==> src/hdl/delay_jitter_packet_queue_top_defines.svh <==
// ---------------------------------------------------------------------------
// Assertion macros for the packet delay/jitter queue
// Shared property forms used by the top level checks.
// ---------------------------------------------------------------------------
`ifndef DELAY_JITTER_PACKET_QUEUE_TOP_DEFINES_SVH
`define DELAY_JITTER_PACKET_QUEUE_TOP_DEFINES_SVH

// Same-cycle implication, checked outside reset
`define DJPQ_ASSERT_NOW(label, ante, cons, msg) \
  label: assert property (@(posedge clk) disable iff (!rst_n) (ante) |-> (cons)) \
    else $error(msg);

// Next-cycle implication, checked outside reset
`define DJPQ_ASSERT_NEXT(label, ante, cons, msg) \
  label: assert property (@(posedge clk) disable iff (!rst_n) (ante) |=> (cons)) \
    else $error(msg);

`endif

==> src/hdl/djpq_pkg.sv <==
// ---------------------------------------------------------------------------
// djpq_pkg
// Types and constants shared by the delay/jitter queue controller and datapath.
// ---------------------------------------------------------------------------
package djpq_pkg;

  // Port field widths
  localparam int NOW_W      = 32;
  localparam int HANDLE_W   = 16;
  localparam int LENGTH_W   = 16;
  localparam int DESC_W     = HANDLE_W + LENGTH_W + 1;
  localparam int FLUSH_W    = 5;
  localparam int CMD_W      = 2;
  localparam int STATUS_W   = 3;
  localparam int CFG_W      = 20;
  localparam int CFG_ADDR_W = 1;
  localparam int IN_DATA_W  = 72;
  localparam int OUT_DATA_W = 40;

  // Register indexes on the configuration port
  localparam logic [CFG_ADDR_W-1:0] CFG_IDX_DELAY  = 1'd0;
  localparam logic [CFG_ADDR_W-1:0] CFG_IDX_JITTER = 1'd1;

  // Random generator
  localparam logic [31:0] LCG_MUL  = 32'd1664525;
  localparam logic [31:0] LCG_INC  = 32'd1013904223;
  localparam logic [31:0] RNG_SEED = 32'h0000_5EED;

  // Offset arithmetic: signed count of 2^-25 ticks
  localparam int FRAC_W     = 26;
  localparam int NUM_W      = 47;
  localparam int HALF_SHIFT = 25;
  localparam int OFF_W      = NUM_W - HALF_SHIFT;
  localparam logic signed [FRAC_W-1:0] FRAC_ONE = 26'sd16777216;
  localparam logic signed [NUM_W-1:0]  CEIL_ADD = 47'sd33554431;

  // Deliveries per tick
  localparam int MAX_RESULTS = 16;
  localparam int RES_CNT_W   = $clog2(MAX_RESULTS + 1);

  typedef enum logic [CMD_W-1:0] {
    CMD_SEND  = 2'd0,
    CMD_TICK  = 2'd1,
    CMD_CLOSE = 2'd2
  } cmd_t;

  typedef enum logic [STATUS_W-1:0] {
    STAT_QUEUED    = 3'd0,
    STAT_PASSED    = 3'd1,
    STAT_DROPPED   = 3'd2,
    STAT_DELIVERED = 3'd3,
    STAT_NONE_DUE  = 3'd4,
    STAT_FLUSHED   = 3'd5
  } status_t;

  typedef enum logic [2:0] {
    S_IDLE,
    S_SEND,
    S_MUL,
    S_OFF,
    S_REL,
    S_TREAD,
    S_TCHK,
    S_CLOSE
  } state_t;

  // Controller to datapath
  typedef struct packed {
    logic    load_in;
    logic    lcg_step;
    logic    mul_step;
    logic    off_step;
    logic    rel_step;
    logic    tick_start;
    logic    pend_load;
    logic    head_adv;
    logic    flush;
    logic    emit;
    status_t emit_status;
    logic    emit_last;
  } ctl_cmd_t;

  // Datapath to controller
  typedef struct packed {
    logic bypass;
    logic full;
    logic due;
    logic pend_valid;
    logic out_free;
  } dp_stat_t;

endpackage

==> src/hdl/djpq_ram.sv <==
// ---------------------------------------------------------------------------
// djpq_ram
// Generic single-write, single-read RAM with registered read data.
// ---------------------------------------------------------------------------
module djpq_ram #(
  parameter int WIDTH = 32,
  parameter int DEPTH = 16
) (
  input  logic                                     clk,
  input  logic                                     wr_en,
  input  logic [((DEPTH > 1) ? $clog2(DEPTH) : 1)-1:0] wr_addr,
  input  logic [WIDTH-1:0]                         wr_data,
  input  logic [((DEPTH > 1) ? $clog2(DEPTH) : 1)-1:0] rd_addr,
  output logic [WIDTH-1:0]                         rd_data
);

  logic [WIDTH-1:0] mem [DEPTH];

  // Write port and registered read port
  always_ff @(posedge clk) begin
    if (wr_en) begin
      mem[wr_addr] <= wr_data;
    end
    rd_data <= mem[rd_addr];
  end

endmodule

==> src/hdl/djpq_ctrl.sv <==
// ---------------------------------------------------------------------------
// djpq_ctrl
// Sequencer for send, tick and close requests of the delay/jitter queue.
// ---------------------------------------------------------------------------
module djpq_ctrl (
  input  logic                            clk,
  input  logic                            rst_n,
  input  logic                            in_valid,
  input  logic [djpq_pkg::CMD_W-1:0]      in_cmd,
  output logic                            in_ready,
  input  djpq_pkg::dp_stat_t              st,
  output djpq_pkg::ctl_cmd_t              cmd
);

  import djpq_pkg::*;

  state_t state_r, state_nxt;

  always_ff @(posedge clk) begin
    if (!rst_n) begin
      state_r <= S_IDLE;
    end else begin
      state_r <= state_nxt;
    end
  end

  // Next state
  always_comb begin
    state_nxt = state_r;
    unique case (state_r)
      S_IDLE: begin
        if (in_valid) begin
          case (cmd_t'(in_cmd))
            CMD_SEND:  state_nxt = S_SEND;
            CMD_TICK:  state_nxt = S_TREAD;
            CMD_CLOSE: state_nxt = S_CLOSE;
            default:   state_nxt = S_IDLE;   // unused code, dropped
          endcase
        end
      end
      S_SEND: begin
        if (st.bypass || st.full) begin
          if (st.out_free) state_nxt = S_IDLE;
        end else begin
          state_nxt = S_MUL;
        end
      end
      S_MUL:   state_nxt = S_OFF;
      S_OFF:   state_nxt = S_REL;
      S_REL:   if (st.out_free) state_nxt = S_IDLE;
      S_TREAD: state_nxt = S_TCHK;
      S_TCHK: begin
        if (st.due) begin
          if (!st.pend_valid || st.out_free) state_nxt = S_TREAD;
        end else if (st.out_free) begin
          state_nxt = S_IDLE;
        end
      end
      S_CLOSE: if (st.out_free) state_nxt = S_IDLE;
      default: state_nxt = S_IDLE;
    endcase
  end

  // Outputs
  always_comb begin
    in_ready = 1'b0;
    cmd      = '0;
    cmd.emit_status = STAT_QUEUED;
    unique case (state_r)
      S_IDLE: begin
        in_ready       = 1'b1;
        cmd.load_in    = in_valid;
        cmd.tick_start = in_valid && (cmd_t'(in_cmd) == CMD_TICK);
      end
      S_SEND: begin
        if (st.bypass) begin
          cmd.emit        = st.out_free;
          cmd.emit_status = STAT_PASSED;
          cmd.emit_last   = 1'b1;
        end else if (st.full) begin
          cmd.emit        = st.out_free;
          cmd.emit_status = STAT_DROPPED;
          cmd.emit_last   = 1'b1;
        end else begin
          cmd.lcg_step = 1'b1;
        end
      end
      S_MUL: cmd.mul_step = 1'b1;
      S_OFF: cmd.off_step = 1'b1;
      S_REL: begin
        cmd.rel_step    = st.out_free;
        cmd.emit        = st.out_free;
        cmd.emit_status = STAT_QUEUED;
        cmd.emit_last   = 1'b1;
      end
      S_TREAD: ;
      S_TCHK: begin
        if (st.due) begin
          // hold the entry back until we know whether another follows
          if (!st.pend_valid || st.out_free) begin
            cmd.pend_load   = 1'b1;
            cmd.head_adv    = 1'b1;
            cmd.emit        = st.pend_valid;
            cmd.emit_status = STAT_DELIVERED;
          end
        end else begin
          cmd.emit        = st.out_free;
          cmd.emit_status = st.pend_valid ? STAT_DELIVERED : STAT_NONE_DUE;
          cmd.emit_last   = 1'b1;
        end
      end
      S_CLOSE: begin
        cmd.flush       = st.out_free;
        cmd.emit        = st.out_free;
        cmd.emit_status = STAT_FLUSHED;
        cmd.emit_last   = 1'b1;
      end
      default: ;
    endcase
  end

endmodule

==> src/hdl/djpq_datapath.sv <==
// ---------------------------------------------------------------------------
// djpq_datapath
// Queue storage, random generator, release time arithmetic and result register.
// ---------------------------------------------------------------------------
module djpq_datapath #(
  parameter int QUEUE_DEPTH = 16,
  parameter int TIME_BITS   = 32
) (
  input  logic                                 clk,
  input  logic                                 rst_n,
  // configuration
  input  logic                                 cfg_we,
  input  logic [djpq_pkg::CFG_ADDR_W-1:0]      cfg_addr,
  input  logic [djpq_pkg::CFG_W-1:0]           cfg_wdata,
  // request payload
  input  logic [djpq_pkg::IN_DATA_W-1:0]       in_tdata,
  // result
  output logic                                 out_tvalid,
  input  logic                                 out_tready,
  output logic [djpq_pkg::OUT_DATA_W-1:0]      out_tdata,
  output logic [djpq_pkg::STATUS_W-1:0]        out_tuser,
  output logic                                 out_tlast,
  // control
  input  djpq_pkg::ctl_cmd_t                   cmd,
  output djpq_pkg::dp_stat_t                   st
);

  import djpq_pkg::*;

  localparam int IDX_W = (QUEUE_DEPTH > 1) ? $clog2(QUEUE_DEPTH) : 1;
  localparam int CNT_W = $clog2(QUEUE_DEPTH + 1);
  localparam int AT_W  = ((TIME_BITS > OFF_W) ? TIME_BITS : OFF_W) + 2;
  localparam logic [IDX_W-1:0]     IDX_LAST  = IDX_W'(QUEUE_DEPTH - 1);
  localparam logic [TIME_BITS-1:0] TIME_MASK = {TIME_BITS{1'b1}};

  // Configuration registers
  logic [CFG_W-1:0] delay_r, jitter_r;

  always_ff @(posedge clk) begin
    if (!rst_n) begin
      delay_r  <= '0;
      jitter_r <= '0;
    end else if (cfg_we) begin
      unique case (cfg_addr)
        CFG_IDX_DELAY:  delay_r  <= cfg_wdata;
        CFG_IDX_JITTER: jitter_r <= cfg_wdata;
        default: ;
      endcase
    end
  end

  // Latched request
  logic [TIME_BITS-1:0] now_r;
  logic [DESC_W-1:0]    desc_in_r;

  always_ff @(posedge clk) begin
    if (cmd.load_in) begin
      now_r     <= TIME_BITS'(in_tdata[NOW_W-1:0]);
      desc_in_r <= in_tdata[NOW_W +: DESC_W];
    end
  end

  // Queue pointers and occupancy
  logic [IDX_W-1:0]     head_r, tail_r;
  logic [CNT_W-1:0]     count_r;
  logic [TIME_BITS-1:0] last_rel_r;
  logic [TIME_BITS-1:0] rel_nxt;
  logic [TIME_BITS-1:0] rel_rd;
  logic [DESC_W-1:0]    desc_rd;

  always_ff @(posedge clk) begin
    if (!rst_n) begin
      head_r     <= '0;
      tail_r     <= '0;
      count_r    <= '0;
      last_rel_r <= '0;
    end else if (cmd.flush) begin
      head_r     <= '0;
      tail_r     <= '0;
      count_r    <= '0;
      last_rel_r <= '0;
    end else if (cmd.rel_step) begin
      tail_r     <= (tail_r == IDX_LAST) ? '0 : tail_r + 1'b1;
      count_r    <= count_r + 1'b1;
      last_rel_r <= rel_nxt;
    end else if (cmd.head_adv) begin
      head_r  <= (head_r == IDX_LAST) ? '0 : head_r + 1'b1;
      count_r <= count_r - 1'b1;
    end
  end

  djpq_ram #(.WIDTH(TIME_BITS), .DEPTH(QUEUE_DEPTH)) u_rel_ram (
    .clk     (clk),
    .wr_en   (cmd.rel_step),
    .wr_addr (tail_r),
    .wr_data (rel_nxt),
    .rd_addr (head_r),
    .rd_data (rel_rd)
  );

  djpq_ram #(.WIDTH(DESC_W), .DEPTH(QUEUE_DEPTH)) u_desc_ram (
    .clk     (clk),
    .wr_en   (cmd.rel_step),
    .wr_addr (tail_r),
    .wr_data (desc_in_r),
    .rd_addr (head_r),
    .rd_data (desc_rd)
  );

  // LCG step
  logic [31:0] rng_r;

  always_ff @(posedge clk) begin
    if (!rst_n) begin
      rng_r <= RNG_SEED;
    end else if (cmd.lcg_step) begin
      rng_r <= rng_r * LCG_MUL + LCG_INC;
    end
  end

  // Jitter term: (2u - 2^24) * jitter
  logic signed [FRAC_W-1:0] frac;
  logic signed [CFG_W:0]    jit_s;
  logic signed [NUM_W-1:0]  prod_r;

  assign frac  = $signed({1'b0, rng_r[31:8], 1'b0}) - FRAC_ONE;
  assign jit_s = $signed({1'b0, jitter_r});

  always_ff @(posedge clk) begin
    if (cmd.mul_step) begin
      prod_r <= NUM_W'(frac) * NUM_W'(jit_s);
    end
  end

  // Offset in whole ticks, rounded up
  logic signed [NUM_W-1:0] num_rnd;
  logic signed [OFF_W-1:0] off_r;

  assign num_rnd = $signed({3'b000, delay_r, 24'd0}) + prod_r + CEIL_ADD;

  always_ff @(posedge clk) begin
    if (cmd.off_step) begin
      off_r <= num_rnd[NUM_W-1:HALF_SHIFT];
    end
  end

  // Release time: clamp to previous release, saturate to the time range
  logic signed [AT_W-1:0] now_ext, off_ext, at_s;
  logic        [AT_W-1:0] at_u;

  assign now_ext = AT_W'(now_r);
  assign off_ext = AT_W'(off_r);
  assign at_s    = now_ext + off_ext;
  assign at_u    = at_s;

  always_comb begin
    if (at_s[AT_W-1] || (at_u < AT_W'(last_rel_r))) begin
      rel_nxt = last_rel_r;
    end else if (at_u > AT_W'(TIME_MASK)) begin
      rel_nxt = TIME_MASK;
    end else begin
      rel_nxt = at_u[TIME_BITS-1:0];
    end
  end

  // Delivery held back for one step of the tick walk
  logic [DESC_W-1:0]    pend_r;
  logic                 pend_valid_r;
  logic [RES_CNT_W-1:0] n_r;

  always_ff @(posedge clk) begin
    if (!rst_n) begin
      pend_valid_r <= 1'b0;
      n_r          <= '0;
    end else if (cmd.tick_start) begin
      pend_valid_r <= 1'b0;
      n_r          <= '0;
    end else if (cmd.pend_load) begin
      pend_valid_r <= 1'b1;
      n_r          <= n_r + 1'b1;
    end
  end

  always_ff @(posedge clk) begin
    if (cmd.pend_load) begin
      pend_r <= desc_rd;
    end
  end

  // Result register
  logic                 out_valid_r;
  logic [STATUS_W-1:0]  out_status_r;
  logic [DESC_W-1:0]    out_desc_r;
  logic [FLUSH_W-1:0]   out_flush_r;
  logic                 out_last_r;
  logic [DESC_W-1:0]    emit_desc;

  always_comb begin
    case (cmd.emit_status)
      STAT_PASSED:    emit_desc = desc_in_r;
      STAT_DELIVERED: emit_desc = pend_r;
      default:        emit_desc = '0;
    endcase
  end

  always_ff @(posedge clk) begin
    if (!rst_n) begin
      out_valid_r <= 1'b0;
    end else if (cmd.emit) begin
      out_valid_r <= 1'b1;
    end else if (out_tready) begin
      out_valid_r <= 1'b0;
    end
  end

  always_ff @(posedge clk) begin
    if (cmd.emit) begin
      out_status_r <= cmd.emit_status;
      out_desc_r   <= emit_desc;
      out_flush_r  <= (cmd.emit_status == STAT_FLUSHED) ? FLUSH_W'(count_r) : '0;
      out_last_r   <= cmd.emit_last;
    end
  end

  assign out_tvalid = out_valid_r;
  assign out_tuser  = out_status_r;
  assign out_tlast  = out_last_r;
  assign out_tdata  = {{(OUT_DATA_W - DESC_W - FLUSH_W){1'b0}}, out_flush_r, out_desc_r};

  // Status to the controller
  assign st.bypass     = (delay_r == '0) && (jitter_r == '0) && (count_r == '0);
  assign st.full       = (count_r >= CNT_W'(QUEUE_DEPTH));
  assign st.due        = (count_r != '0) && (rel_rd <= now_r)
                         && (n_r < RES_CNT_W'(MAX_RESULTS));
  assign st.pend_valid = pend_valid_r;
  assign st.out_free   = !out_valid_r || out_tready;

endmodule

==> src/hdl/delay_jitter_packet_queue_top.sv <==
// ---------------------------------------------------------------------------
// delay_jitter_packet_queue_top
// One-direction delay and jitter emulator on packet descriptors.
// ---------------------------------------------------------------------------
//  channel | ports                         | contents
//  --------+-------------------------------+-----------------------------------
//  request | in_tvalid/tready/tdata/tuser  | tuser: cmd; tdata: time, handle,
//          |                               | length, unreliable
//  result  | out_tvalid/tready/tdata/tuser | tuser: status; tlast: last of run;
//          | out_tlast                     | tdata: handle, length, flag, flushed
//  config  | cfg_we/addr/wdata             | delay, jitter span
//
// One request at a time. Pass-through, drop and close emit their result from the
// send or close state; a queued send steps through LCG multiply, jitter multiply,
// offset add and release clamp. A tick walks the queue head: each head read is a RAM
// access with registered data, up to 16 deliveries per tick.
// Reset clears pointers, count, generator and last release; no RAM clearing.
// A stalled result register holds the sequencer in its emitting state.
// ---------------------------------------------------------------------------
`include "delay_jitter_packet_queue_top_defines.svh"

module delay_jitter_packet_queue_top #(
  parameter int QUEUE_DEPTH = 16,
  parameter int TIME_BITS   = 32
) (
  input  logic                               clk,
  input  logic                               rst_n,
  // configuration write port
  input  logic                               cfg_we,
  input  logic [djpq_pkg::CFG_ADDR_W-1:0]    cfg_addr,
  input  logic [djpq_pkg::CFG_W-1:0]         cfg_wdata,
  // requests
  input  logic                               in_tvalid,
  output logic                               in_tready,
  // [31:0] now_time, [47:32] packet_handle, [63:48] packet_length, [64] unreliable
  input  logic [djpq_pkg::IN_DATA_W-1:0]     in_tdata,
  // [1:0] cmd
  input  logic [djpq_pkg::CMD_W-1:0]         in_tuser,
  // results
  output logic                               out_tvalid,
  input  logic                               out_tready,
  // [15:0] out_handle, [31:16] out_length, [32] out_unreliable, [37:33] flushed_count
  output logic [djpq_pkg::OUT_DATA_W-1:0]    out_tdata,
  // [2:0] status
  output logic [djpq_pkg::STATUS_W-1:0]      out_tuser,
  output logic                               out_tlast
);

  import djpq_pkg::*;

  ctl_cmd_t ctl;
  dp_stat_t st;
  logic     req_taken;
  logic     deliver_emit;

  djpq_ctrl u_ctrl (
    .clk      (clk),
    .rst_n    (rst_n),
    .in_valid (in_tvalid),
    .in_cmd   (in_tuser),
    .in_ready (in_tready),
    .st       (st),
    .cmd      (ctl)
  );

  djpq_datapath #(
    .QUEUE_DEPTH (QUEUE_DEPTH),
    .TIME_BITS   (TIME_BITS)
  ) u_dp (
    .clk        (clk),
    .rst_n      (rst_n),
    .cfg_we     (cfg_we),
    .cfg_addr   (cfg_addr),
    .cfg_wdata  (cfg_wdata),
    .in_tdata   (in_tdata),
    .out_tvalid (out_tvalid),
    .out_tready (out_tready),
    .out_tdata  (out_tdata),
    .out_tuser  (out_tuser),
    .out_tlast  (out_tlast),
    .cmd        (ctl),
    .st         (st)
  );

  // Accepted request with a valid command; unused codes leave the sequencer idle
  assign req_taken    = in_tvalid && in_tready &&
                        (in_tuser == CMD_SEND || in_tuser == CMD_TICK ||
                         in_tuser == CMD_CLOSE);
  assign deliver_emit = ctl.emit && (ctl.emit_status == STAT_DELIVERED);

  // Checks
  `DJPQ_ASSERT_NOW(a_emit_slot_free, ctl.emit, st.out_free, "result overwritten while stalled")
  `DJPQ_ASSERT_NOW(a_no_write_full, ctl.rel_step, !st.full, "entry written into full queue")
  `DJPQ_ASSERT_NEXT(a_one_at_a_time, req_taken, !in_tready, "request taken while busy")
  `DJPQ_ASSERT_NOW(a_deliver_needs_pend, deliver_emit, st.pend_valid, "delivery without held entry")

endmodule

==> config.mk <==
export PLATFORM = sky130hd
export DESIGN_NAME = delay_jitter_packet_queue_top
export DESIGN_NICKNAME = d
export VERILOG_FILES = /design/src/hdl/djpq_pkg.sv /design/src/hdl/djpq_ram.sv /design/src/hdl/djpq_ctrl.sv /design/src/hdl/djpq_datapath.sv /design/src/hdl/delay_jitter_packet_queue_top.sv
export VERILOG_INCLUDE_DIRS = /design/src /design/src/hdl
export SDC_FILE = /design/constraint.sdc
export NUM_CORES = 2
export LEC_CHECK = 0
export ABC_AREA = 1
export CAP_MARGIN = 15
export CORE_MARGIN = 8
export CORE_UTILIZATION = 24
export DETAILED_ROUTE_END_ITERATION = 16
export DONT_BUFFER_PORTS = 1
export GPL_TIMING_DRIVEN = 1
export SETUP_SLACK_MARGIN = 0.4
export SLEW_MARGIN = 20
export SYNTH_ARGS = -nofsm -noshare
export SYNTH_HDL_FRONTEND = slang
export SYNTH_HIERARCHICAL = 1
export SYNTH_SLANG_ARGS = --single-unit
==> constraint.sdc <==
create_clock -name clk -period 19.5 [get_ports clk]
set_clock_uncertainty 0.2 [all_clocks]
set_input_delay 5.85 -clock clk [delete_from_list [all_inputs] [get_ports clk]]
set_output_delay 5.85 -clock clk [all_outputs]
set_load 0.02 [all_outputs]
-- Word-level counts from Yosys, hierarchy flattened
Memories as Yosys holds them, arrays and structs flattened. A register that Yosys moved wholly into a read port is not among the register bits.
Index checks and enable logic that the tools add are counted.
- latch bits: 0
- input bits: 100
- memories kept: 2
- flip-flop bits (word level): 336
- memory bits (writable): 1040
- bits in read-only memories: 0
- memory list (name ; words ; bits a word ; rd ports ; clocked after memory_dff ; write ports ; line ; text):
    u_dp.u_desc_ram.mem ; 16 ; 33 ; 1 ; 1 ; 1 ; djpq_ram.sv:17 ; logic [WIDTH-1:0] mem [DEPTH];
    u_dp.u_rel_ram.mem ; 16 ; 32 ; 1 ; 1 ; 1 ; djpq_ram.sv:17 ;
- multiplexer cells: 38
- shifts and indexed selects: 0
- $add $sub $neg: 10
- $lt $le $gt $ge: 5
- divide/modulo/power cells: 0
- equal/unequal tests: 16
- bitwise operators: 3
- reduce and logical (&&, ||, !) cells: 26
- multipliers: 2
- operators with widths (kind ; count):
    33-bit case mux with 2 select lines ; 1
    32-bit two-way mux ; 2
    45-bit by 47-bit adder with 47-bit output ; 1
    47-bit by 26-bit adder with 47-bit output, second input constant ; 1
    26-bit by 21-bit multiplier with 47-bit output ; 1
    20-bit zero test ; 2
    33-bit by 22-bit adder with 34-bit output ; 1
    34-bit by 32-bit greater-than comparator with 1-bit output, second input constant ; 1
    34-bit by 32-bit less-than comparator with 1-bit output ; 1
    32-bit by 30-bit adder with 32-bit output, second input constant ; 1
    32-bit less-or-equal comparator ; 1
    32-bit by 21-bit multiplier with 32-bit output, second input constant ; 1
    25-bit by 25-bit subtractor with 26-bit output, second input constant ; 1
    3-bit case mux with 7 select lines ; 1
    5-bit two-way mux ; 4
    5-bit case mux with 4 select lines ; 1
    3-bit two-way mux ; 6
    4-bit two-way mux ; 4
    3-bit == test, second input constant ; 5
    1-bit two-way mux ; 15
    5-bit by 1-bit adder with 5-bit output, second input constant ; 2
    3-bit by 2-bit == test with 1-bit output, second input constant ; 3
    3-bit case mux with 3 select lines ; 1
    4-bit by 1-bit adder with 4-bit output, second input constant ; 2
    other kinds (21) ; 41

-- Longest topological paths before layout
- word-level depth: 8
- depth in mapped cells: 31

-- Hierarchy
The synthesis kept the hierarchy.
- by module, submodules not included (module ; times used ; area an instance (µm²) ; seq. area each (µm²) ; cells each):
    djpq_datapath ; 1 ; 43913.4 ; 8728.4 ; 5327
    djpq_ram at u_dp.u_desc_ram ; 1 ; 23229.8 ; 16515.8 ; 2185
    djpq_ram at u_dp.u_rel_ram ; 1 ; 22730.6 ; 16015.4 ; 2120
    djpq_ctrl ; 1 ; 533.0 ; 60.1 ; 92

-- Worst setup path after synthesis
Ideal clock, no wire load.
- path kind: input to register
- start: input port in_tvalid
- end: register u_dp.desc_in_r[0] (enable)
- arrival time: 8.586 ns
- path buffers: 0
- path slack: 10.226 ns
- required time: 18.812 ns
- cell stages on the path: 2
- cells stage by stage: inv_1 -> nor2_1
- RTL lines (element ; line ; text):
    start, declared ; delay_jitter_packet_queue_top.sv:33 ; input logic in_tvalid,
    end signal, assigned ; djpq_datapath.sv:59 ; desc_in_r <= in_tdata[NOW_W +: DESC_W];
    end, declared ; djpq_datapath.sv:54 ; logic [DESC_W-1:0] desc_in_r;

==> results.toml <==
[yosys]
async_flop_share_pct = 0
ys_ff_latch = 1440
syn_inst = 9724
synth.area.top_cells = "edfxtp_1 41%, fa_1 14%, nand2_1 9.9%"
synth_warnings = 6
yosysMostFrequentCell = "nand2_1"
ys.flop_type = "edfxtp_1"
synth_edf_count = 1248
yosys.area.top_type = "edfxtp_1"
synth_cell_types = 56
synth_top_area_share_pct = 41.5
ys_seq_area_share_pct = 45.7
avgSynthCellArea_um2 = 9.30
yosys-top-cells-count = "2389 x nand2_1, 2255 x inv_1, 1248 x edfxtp_1, 932 x nand3_1, 637 x fa_1"
synthesis.area_um2 = 90400

[die]
die_x_um = 630
die-area_um2 = 397000
row_count = 225
ios = 146
core_area_um2 = 375000
start_util_pct = 24.1
die_h_um = 630

[routing]
wl_per_cell_um = 16.2
drc = 0
drt_iter0_markers = 4111
routed_via_density = 4.21
first_pass_iters = 6
ant_nets = 0
drt-total-wl_um = 238000
vias = 62000

[timing]
finalSetupViolCount = 0
setup_tns_ns = 0
max_slew_margin_pct = 15.3
period_share_pct = 43.5
hold_viol = 0
fin_crit_ns = 8.47
rsz0062_at_grt = "false"
tightest_slew_ns = 1.27
fmax_mhz = 118
maxSlewViolCount = 0

[worst_setup_path]
crit_type = "primary input to register"
rr_worst_depth = 18
critPathSlowestCell = "nor2_4"
r2r_setup_slack_ns = 11.75
crit_path_start_kind = "primary input"
cp-end-kind = "register"
cp_cell_sequence = "inv_1 -> nand2_1 -> inv_1 -> nor2_4 -> buf_4 -> nand3_1 -> nor2_4 -> buf_4"
path_max_fanout = 49
slowest_delay_ns = 0.66
critical-path-top-delay-family = "simple AND/OR/NAND/NOR gates"
arrival_ns = 8.69
critPathBufInv = 4
cp.required_ns = 19.72
r2r_start = "u_dp/rng_r[31]"
rr_endpoint = "u_dp/prod_r[46]"

[global_route]
grt_start_max_net_pins = 194
track_usage_pct = 11.7
grt_overflow_total = 0
grt_antenna_before_repair = 11
grt_pass1_vias = 61600
grt_pass1_wl_um = 365000

[status]
status = "finished, final reports clean"

[placement]
hpwl_um = 154000
placedCellCount = 14400
gp_congestion = 0.857
port_buffers = 0

[min_path]
min_to = "u_dp/pend_r[27]"
holdPathStages = 0
hp-class = "register to register"
min_from = "u_dp/u_desc_ram/rd_data[27]"

[clock_tree]
tritoncts = "done"
cts-resized-gates = 0
cts.clk_slew.worst_paths_ns = 0.06
postCtsSetupBuffers = 0
htreeDepth = 4
cts_sinks = 1440
clk_latency_ns = 0.81
cts-buffers-inserted = 153
cts-root-buf = "clkbuf_16"
holdBufCountCts = 0
cts_max_path_buffers = 4

[cells_and_area]
final_cells = 14700
syn_to_final_growth_pct = 11.5
nNetsFinal = 10800
multi_input_area_um2 = 39000
final_util_pct = 26.9
fillers = 39300
layout-drive-gt1-share_pct = 4.33
seqCellArea_um2 = 41300

[job]
drv_cap = 0
## metal layers
| layer | GRT usage (%) | part of all wire (%) |
|---|---|---|
| met5 | 0 | 0.0067 |
| met4 | 4.22 | 3.6 |
| met3 | 1.40 | 4.9 |
| met2 | 20.9 | 49 |
| met1 | 14.5 | 42 |
## worst reg2reg max path: cells and delay by family (launching register included)
family                   cells  cell delay, ns
adder cells (fa/ha/maj)      8            4.54
buffers and inverters        4            1.06
AND/OR/NAND/NOR              5            1.04
flip-flops                   1            0.41
XOR/XNOR                     1            0.30
## cells in the final DEF (no fill, tap or decap), types with 12 or more instances in the layout
cell type / n
a21o_1: 16
a21oi_1: 286
o211ai_1: 18
inv_2: 12
inv_1: 2250
nor2_1: 317
fa_1: 637
nand4_1: 25
o22ai_1: 33
nand2_1: 2389
nor3_1: 29
clkinv_1: 15
o21a_1: 16
buf_4: 103
o21bai_1: 17
nor2_4: 37
nand3_1: 930
edfxtp_1: 1248
clkbuf_1: 33
xnor2_1: 57
a31oi_1: 26
clkinv_2: 22
nor4_1: 23
ha_1: 445
o21ai_0: 184
xor2_1: 76
clkbuf_16: 155
dfxtp_1: 186
## state kept, by name, indices dropped and copies added, names as in the netlist, 22 cells and up
signal and cells:
u_dp/last_rel_r 32, u_dp/now_r 32, u_dp/prod_r 46, u_dp/out_desc_r 33
u_dp/off_r 22, u_dp/pend_r 33, u_dp/u_rel_ram/rd_data 32, u_dp/desc_in_r 33
u_dp/rng_r 32, u_dp/u_rel_ram/mem 512, u_dp/u_desc_ram/rd_data 33, u_dp/u_desc_ram/mem 528
## final cells by class
cell class | count | share of cell area (%)
Multi-Input combinational cell | 5635 | 38.7
Sequential cell | 1440 | 41.0
Timing Repair Buffer | 106 | 0.827
Inverter | 2270 | 8.47
Clock inverter | 70 | 0.715
Tap cell | 4994 | 6.20
Clock buffer | 197 | 4.09
Antenna cell | 3 | 0.00745
## kinds of logic (layout without fill, tap and decap cells)
kind of cell	count (synthesis)	in the layout	share of synthesized area (%)
AND/OR/NAND/NOR	3787	3787	17.3
buffers and inverters	2650	2643	11.5
flip-flops	1440	1440	45.7
adder cells (fa/ha/maj)	1082	1082	20.3
AO/OA/AOI/OAI	631	631	3.87
XOR/XNOR	133	133	1.29
other	1	5	0.00415
## worst max-delay path by stage
stage	startpoint	to	cells after the start
finish	out_tready	u_dp/u_rel_ram/mem[14][16]	8
global route	out_tready	u_dp/u_rel_ram/mem[14][16]	8
CTS	out_tready	u_dp/u_rel_ram/mem[14][16]	8
detailed placement	out_tready	u_dp/u_rel_ram/mem[14][6]	8
global placement	out_tready	u_dp/u_rel_ram/mem[14][17]	8
floorplan	in_tvalid	u_dp/desc_in_r[0]	2
## through the flow
step	setup slack, ns	hold WS (ns)	instance area (um^2)
after floorplan	10.23	0.186	90400
after global placement	10.17	0.187	95900
after detailed placement	10.16	0.189	95900
after CTS	11.00	0.203	101000
after global routing	10.89	0.209	101000
final	11.03	0.200	101000
Power is left out: the tool's default activity adds up to more than one toggle a clock period on the data nets, which glitch-free logic cannot reach.
